`config.mk`:
```
export PLATFORM = sky130hd
export DESIGN_NAME = rod_cutting_max_revenue
export DESIGN_NICKNAME = d
export VERILOG_FILES = /design/src/hw/rtl/rcmr_pkg.sv /design/src/hw/rtl/rcmr_dp.sv /design/src/hw/rtl/rcmr_ctrl.sv /design/src/hw/rtl/rod_cutting_max_revenue.sv
export SDC_FILE = /design/constraint.sdc
export NUM_CORES = 2
export LEC_CHECK = 0
export BUFFER_PORTS_ARGS = -buffer_cell sky130_fd_sc_hd__buf_2
export CAP_MARGIN = 30
export CORE_UTILIZATION = 66
export CTS_BUF_LIST = sky130_fd_sc_hd__clkbuf_8
export DETAILED_ROUTE_END_ITERATION = 16
export PLACE_DENSITY = 0.82
export SYNTH_ARGS = -nofsm -noshare
export SYNTH_HDL_FRONTEND = slang
export SYNTH_SLANG_ARGS = --single-unit
```
`constraint.sdc`:
```
create_clock -name clk -period 10.3 [get_ports clk]
set_input_delay 1.545 -clock clk [delete_from_list [all_inputs] [get_ports clk]]
set_output_delay 1.545 -clock clk [all_outputs]
set_load 0.02 [all_outputs]
```
`src/hw/rtl/rcmr_pkg.sv`:
```
// Shared constants and controller/datapath interface types for the rod cutting block.
package rcmr_pkg;

  // Default sizing, handed down from the top level
  localparam int MAX_LEN_DEF    = 64;
  localparam int PRICE_BITS_DEF = 16;

  // Fixed port widths
  localparam int PRICE_PORT_BITS = 16;
  localparam int REV_BITS        = 22;
  localparam int LEN_BITS        = 7;

  // Revenue saturation value, all ones in REV_BITS
  localparam logic [REV_BITS-1:0] REV_CAP = {REV_BITS{1'b1}};

  // Commands from controller to datapath
  typedef struct packed {
    logic load;        // accept a price word
    logic solve_init;  // start the evaluation at length one
    logic issue;       // read one candidate and advance the cut
    logic wr_best;     // store best of the current length and advance
    logic out_load;    // capture the result and clear the table
  } ctrl_cmd_t;

  // Status from datapath to controller
  typedef struct packed {
    logic cut_at_len;  // current cut equals current length
    logic len_at_n;    // current length equals the rod length
  } dp_stat_t;

endpackage

```
`src/hw/rtl/rcmr_dp.sv`:
```
// Datapath of the rod cutting block: price and best memories, counters, max accumulator.
module rcmr_dp import rcmr_pkg::*; #(
  parameter int MAX_LEN    = MAX_LEN_DEF,
  parameter int PRICE_BITS = PRICE_BITS_DEF
) (
  input  logic                       clk,
  input  logic                       rst_n,
  input  ctrl_cmd_t                  cmd,
  output dp_stat_t                   stat,
  input  logic [PRICE_PORT_BITS-1:0] in_piece_price,
  output logic [REV_BITS-1:0]        out_best_revenue,
  output logic [LEN_BITS-1:0]        out_rod_length,
  output logic                       out_overflow
);

  localparam int PW    = (PRICE_BITS < PRICE_PORT_BITS) ? PRICE_BITS : PRICE_PORT_BITS;
  localparam int CNT_W = $clog2(MAX_LEN + 1);
  localparam int PA_W  = (MAX_LEN > 1) ? $clog2(MAX_LEN) : 1;

  logic [PW-1:0]       price_mem [MAX_LEN];
  logic [REV_BITS-1:0] best_mem  [MAX_LEN + 1];

  logic [CNT_W-1:0]    count_r;
  logic                ovf_r;
  logic [CNT_W-1:0]    len_r;
  logic [CNT_W-1:0]    cut_r;
  logic [REV_BITS-1:0] acc_r;
  logic                rd_valid_r;
  logic                best_zero_r;
  logic [PW-1:0]       rd_price_r;
  logic [REV_BITS-1:0] rd_best_r;
  logic [REV_BITS-1:0] last_best_r;

  logic                      room;
  logic [CNT_W-1:0]          cut_m1;
  logic [CNT_W-1:0]          best_idx;
  logic [REV_BITS:0]         cand_sum;
  logic [REV_BITS-1:0]       cand_sat;
  logic [REV_BITS-1:0]       acc_max;
  logic [REV_BITS-1:0]       best_term;
  logic [LEN_BITS+CNT_W-1:0] len_wide;

  assign room     = count_r < CNT_W'(MAX_LEN);
  assign cut_m1   = cut_r - CNT_W'(1);
  assign best_idx = len_r - cut_r;

  assign stat.cut_at_len = (cut_r == len_r);
  assign stat.len_at_n   = (len_r == count_r);

  // Best of the empty rod is zero and is never stored
  assign best_term = best_zero_r ? '0 : rd_best_r;
  assign cand_sum  = {1'b0, best_term} + {{(REV_BITS + 1 - PW){1'b0}}, rd_price_r};
  assign cand_sat  = cand_sum[REV_BITS] ? REV_CAP : cand_sum[REV_BITS-1:0];

  always_comb begin
    acc_max = acc_r;
    if (rd_valid_r && (cand_sat > acc_r)) begin
      acc_max = cand_sat;
    end
  end

  assign len_wide = {{LEN_BITS{1'b0}}, count_r};

  // Price memory: one write per accepted word while there is room
  always_ff @(posedge clk) begin
    if (cmd.load && room) begin
      price_mem[count_r[PA_W-1:0]] <= in_piece_price[PW-1:0];
    end
    if (cmd.issue) begin
      rd_price_r <= price_mem[cut_m1[PA_W-1:0]];
    end
  end

  // Best memory: write at the end of each length, read per cut
  always_ff @(posedge clk) begin
    if (cmd.wr_best) begin
      best_mem[len_r] <= acc_max;
    end
    if (cmd.issue) begin
      rd_best_r <= best_mem[best_idx];
    end
  end

  // Table count and overflow flag
  always_ff @(posedge clk) begin
    if (!rst_n) begin
      count_r <= '0;
      ovf_r   <= 1'b0;
    end else if (cmd.out_load) begin
      count_r <= '0;
      ovf_r   <= 1'b0;
    end else if (cmd.load) begin
      if (room) begin
        count_r <= count_r + CNT_W'(1);
      end else begin
        ovf_r <= 1'b1;
      end
    end
  end

  always_ff @(posedge clk) begin
    if (!rst_n) begin
      rd_valid_r <= 1'b0;
    end else begin
      rd_valid_r <= cmd.issue;
    end
  end

  // Length and cut sequencing with the running maximum
  always_ff @(posedge clk) begin
    if (cmd.solve_init) begin
      len_r <= CNT_W'(1);
      cut_r <= CNT_W'(1);
      acc_r <= '0;
    end else if (cmd.wr_best) begin
      len_r       <= len_r + CNT_W'(1);
      cut_r       <= CNT_W'(1);
      acc_r       <= '0;
      last_best_r <= acc_max;
    end else begin
      acc_r <= acc_max;
      if (cmd.issue) begin
        cut_r <= cut_r + CNT_W'(1);
      end
    end
    if (cmd.issue) begin
      best_zero_r <= stat.cut_at_len;
    end
  end

  // Result register
  always_ff @(posedge clk) begin
    if (cmd.out_load) begin
      out_best_revenue <= last_best_r;
      out_rod_length   <= len_wide[LEN_BITS-1:0];
      out_overflow     <= ovf_r;
    end
  end

endmodule

```
`src/hw/rtl/rcmr_ctrl.sv`:
```
// Controller of the rod cutting block: load, evaluate and hand-off sequencing.
module rcmr_ctrl import rcmr_pkg::*; (
  input  logic      clk,
  input  logic      rst_n,
  input  logic      in_valid,
  input  logic      in_last_entry,
  output logic      in_ready,
  output logic      out_valid,
  input  logic      out_ready,
  input  dp_stat_t  stat,
  output ctrl_cmd_t cmd
);

  typedef enum logic [3:0] {
    S_LOAD  = 4'b0001,
    S_ISSUE = 4'b0010,
    S_WRITE = 4'b0100,
    S_OUT   = 4'b1000
  } state_t;

  state_t state_r, state_nxt;
  logic   out_valid_r, out_valid_nxt;
  logic   out_free;

  assign out_free  = !out_valid_r || out_ready;
  assign in_ready  = (state_r == S_LOAD);
  assign out_valid = out_valid_r;

  always_comb begin
    state_nxt     = state_r;
    cmd           = '0;
    out_valid_nxt = out_valid_r && !out_ready;
    unique case (state_r)
      S_LOAD: begin
        if (in_valid) begin
          cmd.load = 1'b1;
          if (in_last_entry) begin
            cmd.solve_init = 1'b1;
            state_nxt      = S_ISSUE;
          end
        end
      end
      S_ISSUE: begin
        cmd.issue = 1'b1;
        if (stat.cut_at_len) begin
          state_nxt = S_WRITE;
        end
      end
      S_WRITE: begin
        cmd.wr_best = 1'b1;
        state_nxt   = stat.len_at_n ? S_OUT : S_ISSUE;
      end
      S_OUT: begin
        if (out_free) begin
          cmd.out_load  = 1'b1;
          out_valid_nxt = 1'b1;
          state_nxt     = S_LOAD;
        end
      end
      default: begin
        state_nxt = S_LOAD;
      end
    endcase
  end

  always_ff @(posedge clk) begin
    if (!rst_n) begin
      state_r     <= S_LOAD;
      out_valid_r <= 1'b0;
    end else begin
      state_r     <= state_nxt;
      out_valid_r <= out_valid_nxt;
    end
  end

endmodule

```
`src/hw/rtl/rod_cutting_max_revenue.sv`:
```
// Top level of the rod cutting maximum revenue block: controller plus datapath.
//
//   channel  dir  handshake               payload
//   in       in   in_valid / in_ready     in_piece_price[15:0], in_last_entry
//   out      out  out_valid / out_ready   out_best_revenue[21:0], out_rod_length[6:0],
//                                         out_overflow
//
// Price words are accepted while in_ready is high. After the word marked last, the
// evaluation walks length L = 1..n and cut 1..L through one price-memory read
// port and one best-memory read port, plus one write per length, then moves the
// result into the output register. in_ready is low from the last word until the
// result is in the output register; a result waiting there does not stop loading
// of the next table. Reset (synchronous, active low) clears the controller, the
// word count and the overflow flag; the memories need no clearing since only
// entries written for the current table are read.
module rod_cutting_max_revenue import rcmr_pkg::*; #(
  parameter int MAX_LEN    = MAX_LEN_DEF,
  parameter int PRICE_BITS = PRICE_BITS_DEF
) (
  input  logic                       clk,
  input  logic                       rst_n,
  input  logic                       in_valid,
  output logic                       in_ready,
  input  logic [PRICE_PORT_BITS-1:0] in_piece_price,
  input  logic                       in_last_entry,
  output logic                       out_valid,
  input  logic                       out_ready,
  output logic [REV_BITS-1:0]        out_best_revenue,
  output logic [LEN_BITS-1:0]        out_rod_length,
  output logic                       out_overflow
);

  ctrl_cmd_t cmd;
  dp_stat_t  stat;

  // Sequence loading, per-cut reads, per-length writes and the result hand-off
  rcmr_ctrl u_ctrl (
    .clk           (clk),
    .rst_n         (rst_n),
    .in_valid      (in_valid),
    .in_last_entry (in_last_entry),
    .in_ready      (in_ready),
    .out_valid     (out_valid),
    .out_ready     (out_ready),
    .stat          (stat),
    .cmd           (cmd)
  );

  // Hold the price and best tables and evaluate the recurrence one cut a cycle, with a write step after each length
  rcmr_dp #(
    .MAX_LEN    (MAX_LEN),
    .PRICE_BITS (PRICE_BITS)
  ) u_dp (
    .clk              (clk),
    .rst_n            (rst_n),
    .cmd              (cmd),
    .stat             (stat),
    .in_piece_price   (in_piece_price),
    .out_best_revenue (out_best_revenue),
    .out_rod_length   (out_rod_length),
    .out_overflow     (out_overflow)
  );

endmodule

```
Yosys cells after proc, flatten, opt, wreduce, memory -nomap -nowiden:

Memory sizes are Yosys's and may differ from the RTL's. A register that Yosys moved wholly into a read port is not among the register bits.
Cells that the tools add are included.

* register bits after elaboration: 103
* memory bits (writable): 2454
* input bits: 21
* output and inout bits: 32
* logic and storage cells: 70
* memories: 2

Memory list
* u_dp.best_mem: depth 65, bits a word 22, rd ports 1, clocked after Yosys merged registers in 1, write ports 1, line rcmr_dp.sv:21 `logic [REV_BITS-1:0] best_mem [MAX_LEN + 1];`
* u_dp.price_mem: depth 64, bits a word 16, rd ports 1, clocked after Yosys merged registers in 1, write ports 1, line rcmr_dp.sv:20 `logic [PW-1:0] price_mem [MAX_LEN];`

* add/subtract/negate cells: 6
* order comparisons: 2
* equality and inequality tests: 10
* mux-type cells: 22
* bitwise gates (word level): 3
* reduce and logical (&&, ||, !) cells: 12

Operators with widths (number)
* 22-bit two-way mux: 3
* 22-bit by 16-bit adder with 23-bit output: 1
* 22-bit greater-than comparator: 1
* 7-bit by 1-bit adder with 7-bit output, second input constant: 3
* 4-bit two-way mux: 5
* 4-bit one-hot mux with 4 select lines: 1
* 7-bit == test: 2
* 1-bit two-way mux: 11
* 7-bit < comparator, second input constant: 1
* 7-bit subtractor: 1
* 2-bit AND reduction: 3
* 6-bit by 1-bit subtractor with 6-bit output, second input constant: 1
* 4-bit by 1-bit == test with 1-bit output, second input constant: 1
* 4-bit by 2-bit == test with 1-bit output, second input constant: 1
* 4-bit by 3-bit == test with 1-bit output, second input constant: 1
* 4-bit == test, second input constant: 1
* 2-bit two-way mux: 2
* 2-bit by 1-bit inequality test with 1-bit output, second input constant: 2
* 2-bit inequality test, second input constant: 2
* 4-bit AND reduction: 1
* 2-bit OR reduction: 2
* 1-bit logical AND: 3
* 1-bit NOT: 3
* 1-bit logical NOT: 2
* 1-bit logical OR: 1

Depth between registers and ports, before layout:

* depth after elaboration: 6
* mapped depth: 23
* gate-level depth less buffers: 18

By module:

From an unflattened synthesis, not the netlist that was laid out.

* cells, all modules: 4448
* area total of the unflattened synthesis: 100929.3 sq um

Modules (own cells, without submodules)
* rcmr_dp: instances 1, cells each 4418, area an instance 100584.0 sq um, seq. area each 77324.2 sq um
* rcmr_ctrl: instances 1, cells each 30, area an instance 345.3 sq um, seq. area each 100.1 sq um

Worst setup path before layout:

Ideal clock, no wire load.

* path type: flip-flop to flip-flop
* start: register u_dp.best_zero_r
* end: memory u_dp.best_mem[0][5] (data pin)
* library setup time: 600 ps
* arrival time: 7008 ps
* required time: 9700 ps
* setup slack: 2692 ps
* cell stages (with the launch flop): 23
* buffers on the path: 5
* period minus slack after synthesis: 7608 ps
* cell sequence: edfxtp_1 -> clkbuf_1 -> nor2b_1 -> ha_1 -> fa_1 -> a211oi_1 -> or2_1 -> o21ai_2 -> o21ba_2 -> a31oi_1 -> nand2b_1 -> clkbuf_1 -> buf_2 -> nand2_1 -> ha_1 -> a211oi_1 -> nor2_1 -> or3_1 -> a211o_1 -> o21ba_2 -> clkbuf_1 -> clkbuf_1 -> a31oi_1

* word-level cells in the longest chain between the ends: 6

RTL lines
* from (decl): line rcmr_dp.sv:29 `logic best_zero_r;`
* from (signal assigned): line rcmr_dp.sv:127 `best_zero_r <= stat.cut_at_len;`
* 22-bit two-way mux *: line rcmr_dp.sv:51 `assign best_term = best_zero_r ? '0 : rd_best_r;`
* 22-bit by 16-bit adder with 23-bit output *: line rcmr_dp.sv:52 `assign cand_sum = {1'b0, best_term} + {{(REV_BITS + 1 - PW){1'b0}}, rd_price_r};`
* 22-bit two-way mux *: line rcmr_dp.sv:53 `assign cand_sat = cand_sum[REV_BITS] ? REV_CAP : cand_sum[REV_BITS-1:0];`
* 22-bit greater-than comparator: line rcmr_dp.sv:57 `if (rd_valid_r && (cand_sat > acc_r)) begin`
* 1-bit logical AND: line rcmr_dp.sv:57
* 22-bit two-way mux *: line rcmr_dp.sv:57
* via u_dp.acc_max[5]: line rcmr_dp.sv:39 `logic [REV_BITS-1:0] acc_max;`
* to (decl): line rcmr_dp.sv:21

Mark *: on every way through the listed nets, which the timed path passes. The rest lies on a longest branch.

Final worst setup path:

* start: register u_dp.best_zero_r
* end: memory u_dp.best_mem[42][8] (data pin)

Same word-level chain as after synthesis.

==> flow_summary.toml <==
[clock_network]
cts_htree_levels = 5
cts_root_buffer = "clkbuf_8"
clockBufferDepth = 4
cts_hold_buffers = 0
cts_num_sinks = 2595
path_clk_slew_ns = 0.06
numCtsBuffers = 400
cts_setup_buffers = 0
insertion_delay_ns = 1.08
cts_tree = "done"
ctsResizeCount = 0

[sta]
fin_crit_ns = 7.30
fmaxAchievable_ghz = 0.137
rsz0062_at_grt = "no"
finClkSkew_ns = 0.127
tightestPinTransition_ns = 1.18
min_period_over_period_pct = 70.9
max_slew_margin_pct = 20.0
finalMaxSlewViolations = 0
fin_setup_tns_ns = 0
setup_viol = 0
finalHoldViolCount = 0
whs_ns = 0.427

[global_route]
grt_usage_pct = 33.9
grt_pass1_vias = 53300
grt_pass1_wl_um = 370000
globalRouteOverflowTotal = 0
grt_start_max_net_pins = 130
antenna_found_initial = 13

[setup_path]
setup.worst_path.end = "u_dp.best_mem[42][8]"
crit_start = "u_dp.best_zero_r"
r2r_cells = 20
cp.arrival_ns = 8.03
ff2ff_setup_slack_ns = 3.00
worstSetupStartpointType = "flip-flop"
worstPathRequired_ns = 11.03
worstPathMaxFanout = 41
r2r-end = "u_dp.best_mem[42][8]"
path_class = "reg2reg"
reg2reg_from = "u_dp.best_zero_r"
crit_path_end_kind = "flip-flop"

[power_and_ir_drop]
p_leak_nw = 36.5
p_total_w = 0.0321
peakVddDrop_mv = 0.346
p_per_area_nw_per_um2 = 285

[route]
wl_met1_um = 88400
wl_met2_um = 130000
wl_met3_um = 33500
drtIter0Drc = 8411
num_vias = 52800
via_per_inst = 7.18
postRouteWirelength_um = 266000
firstDrtPassIters = 6
post_drt_wl_per_cell_um = 36.2
antenna_left = 0
top_layer_used = "met5"
drc_errors = 0

[synthesis]
synthCells = 4619
synth_cell_types = 61
syn-cell-area_um2 = 101000
synth_edf_count = 2545
ys_async_sr_fraction_pct = 0
syn_area_per_cell_um2 = 21.9
synth_nets = 4690
synthFlopType = "edfxtp_1"
ys_seq_area_share_pct = 76.5
yosys_register_bits = 2595
synth_warnings = 0

[placed_design]
dp_hpwl_um = 144000
gp_congestion = 0.918
port_buffers = 52

[floorplan]
dieArea_um2 = 155000
core_um2 = 152000
ioPinCount = 53
die_x_um = 394
initial_core_util_pct = 66.6
die_y_um = 394
rows = 143

[cells_and_area]
layout-drive-gt1-share_pct = 29.2
layout.nets = 5102
synthToLayoutAreaGrowth_pct = 11.4

[run_status]
status = "complete, no violations"

[min_path]
hold_path_class = "reg2reg"

[job]
maxCapViolCount = 0
-- area by class of cell --
type,count,area (um^2)
clock inverter,284,1610
multi-input combinational,1750,23200
timing repair buffer,246,2140
inverter,38,143
clock buffer,413,5680
sequential,2595,77400
fill,7580,39300
tap,2030,2540
antenna,2,5.00
-- through the flow --
step | cell area, um^2 | util [%] | worst slack (ns) | instances
finish | 113000 | 74.2 | 3.00 | 7358
global placement | 105000 | 69.0 | 3.23 | 6635
floorplan | 101000 | - | 2.69 | 4619
detailed placement | 105000 | 69.2 | 3.12 | 6648
global route | 113000 | 74.2 | 2.59 | 7357
CTS | 113000 | 74.0 | 3.07 | 7345
-- Yosys cell counts (3+ instances only) --
master,n,area [um^2]
edfxtp_1,2545,76400
mux4_2,689,15500
nor2_1,210,788
mux2i_1,133,1330
clkbuf_1,113,424
a211oi_1,102,766
nand2_1,92,345
nor2b_1,92,576
buf_2,90,450
a21oi_1,60,300
dfxtp_1,50,1000
ha_1,48,601
inv_1,38,143
o21ai_0,33,165
nand3_1,25,125
xor2_1,24,210
xnor2_1,20,175
buf_1,19,71.3
mux2_2,19,214
a211o_1,17,149
or3_1,17,106
o21ai_1,16,80.1
a31oi_1,15,93.8
nor3_1,15,75.1
o2111ai_1,14,123
nand4_1,12,75.1
buf_4,11,82.6
a2111oi_0,10,87.6
and2_1,9,56.3
o21a_1,8,60.1
a21o_1,6,45.0
nand2b_1,6,37.5
and3_1,5,31.3
nand3b_1,4,30.0
o211ai_1,4,30.0
o31ai_1,4,30.0
or2_2,4,25.0
buf_6,3,33.8
nand4b_1,3,26.3
-- cell usage in the layout, fill, tap and decap left out, types with 20 or more instances in the layout --
master	Yosys	final
clkinv_2	0	49
clkinv_1	0	96
nand3_1	25	25
a211oi_1	102	102
dfxtp_1	50	49
nand2_1	92	90
nor2_2	1	36
buf_4	11	163
nor2b_1	92	91
edfxtp_1	2545	2545
nor2_4	0	36
buf_2	90	52
o21ai_0	33	33
nor2_1	210	139
a21oi_1	60	55
clkbuf_8	0	413
ha_1	48	46
inv_1	38	149
mux2i_1	133	133
xor2_1	24	20
mux4_2	689	689
-- power by group --
part           switching [W]  leakage (nW)  internal (W)
combinational        0.00706          8.58       0.00432
clock                0.00396          4.15       0.00411
sequential          0.000108          23.7        0.0126
total                 0.0111          36.5        0.0210
-- routing by layer --
metal	vias to the layer above	GRT usage, %
met1	27000	44.6
li1	20300	-
met3	857	8.51
met4	18	17.0
met5	-	0
met2	4713	53.5
-- logic make-up after synthesis --
group | count (synthesis) | synth area share [%]
buffers and inverters | 274 | 1.19
XOR/XNOR | 44 | 0.381
multiplexers | 841 | 16.9
AO/OA/AOI/OAI | 303 | 2.03
AND/OR/NAND/NOR | 512 | 2.43
adder cells (fa/ha/maj) | 50 | 0.633
flip-flops | 2595 | 76.5
-- worst min path at each step --
stage / startpoint / endpoint / cells past startpoint
after global placement: u_dp.last_best_r[12] / u_dp.out_best_revenue[12] / 0
after CTS: u_dp.last_best_r[16] / u_dp.out_best_revenue[16] / 0
after detailed placement: u_dp.last_best_r[16] / u_dp.out_best_revenue[16] / 0
after floorplan: u_dp.last_best_r[0] / u_dp.out_best_revenue[0] / 0
final: u_dp.last_best_r[16] / u_dp.out_best_revenue[16] / 0
after global routing: u_dp.last_best_r[16] / u_dp.out_best_revenue[16] / 0
-- sequential cells by signal, indices dropped and copies added (netlist names) --
register,flops
u_dp.rd_valid_r,1
u_dp.best_zero_r,1
u_dp.acc_r,22
u_dp.ovf_r,1
u_dp.len_r,7
u_dp.rd_price_r,16
u_dp.out_rod_length,7
u_dp.out_best_revenue,22
u_dp.rd_best_r,22
u_dp.count_r,7
u_dp.cut_r,7
u_dp.best_mem,1430
u_dp.price_mem,1024
u_dp.out_overflow,1
u_ctrl.state_r,4
u_dp.last_best_r,22
u_ctrl.out_valid,1
-- worst max-delay path, cell delays in order (launching register included) --
cell      delay [ns]
edfxtp_1        0.95
nor2b_1         0.13
ha_1            0.26
fa_1            0.46
a211oi_1        0.38
or2_1           0.19
o21ai_2         0.10
o21ba_2         0.27
a31oi_1         0.35
nand2b_1        0.16
buf_4           0.27
nand2_1         0.09
ha_1            0.31
a211oi_1        0.27
nor2_1          0.07
or3_1           0.35
a211o_1         0.32
o21ba_2         0.26
buf_4           0.28
a31oi_4         0.90
buf_4           0.56
No activity file was read; power rests on OpenSTA's default activity.
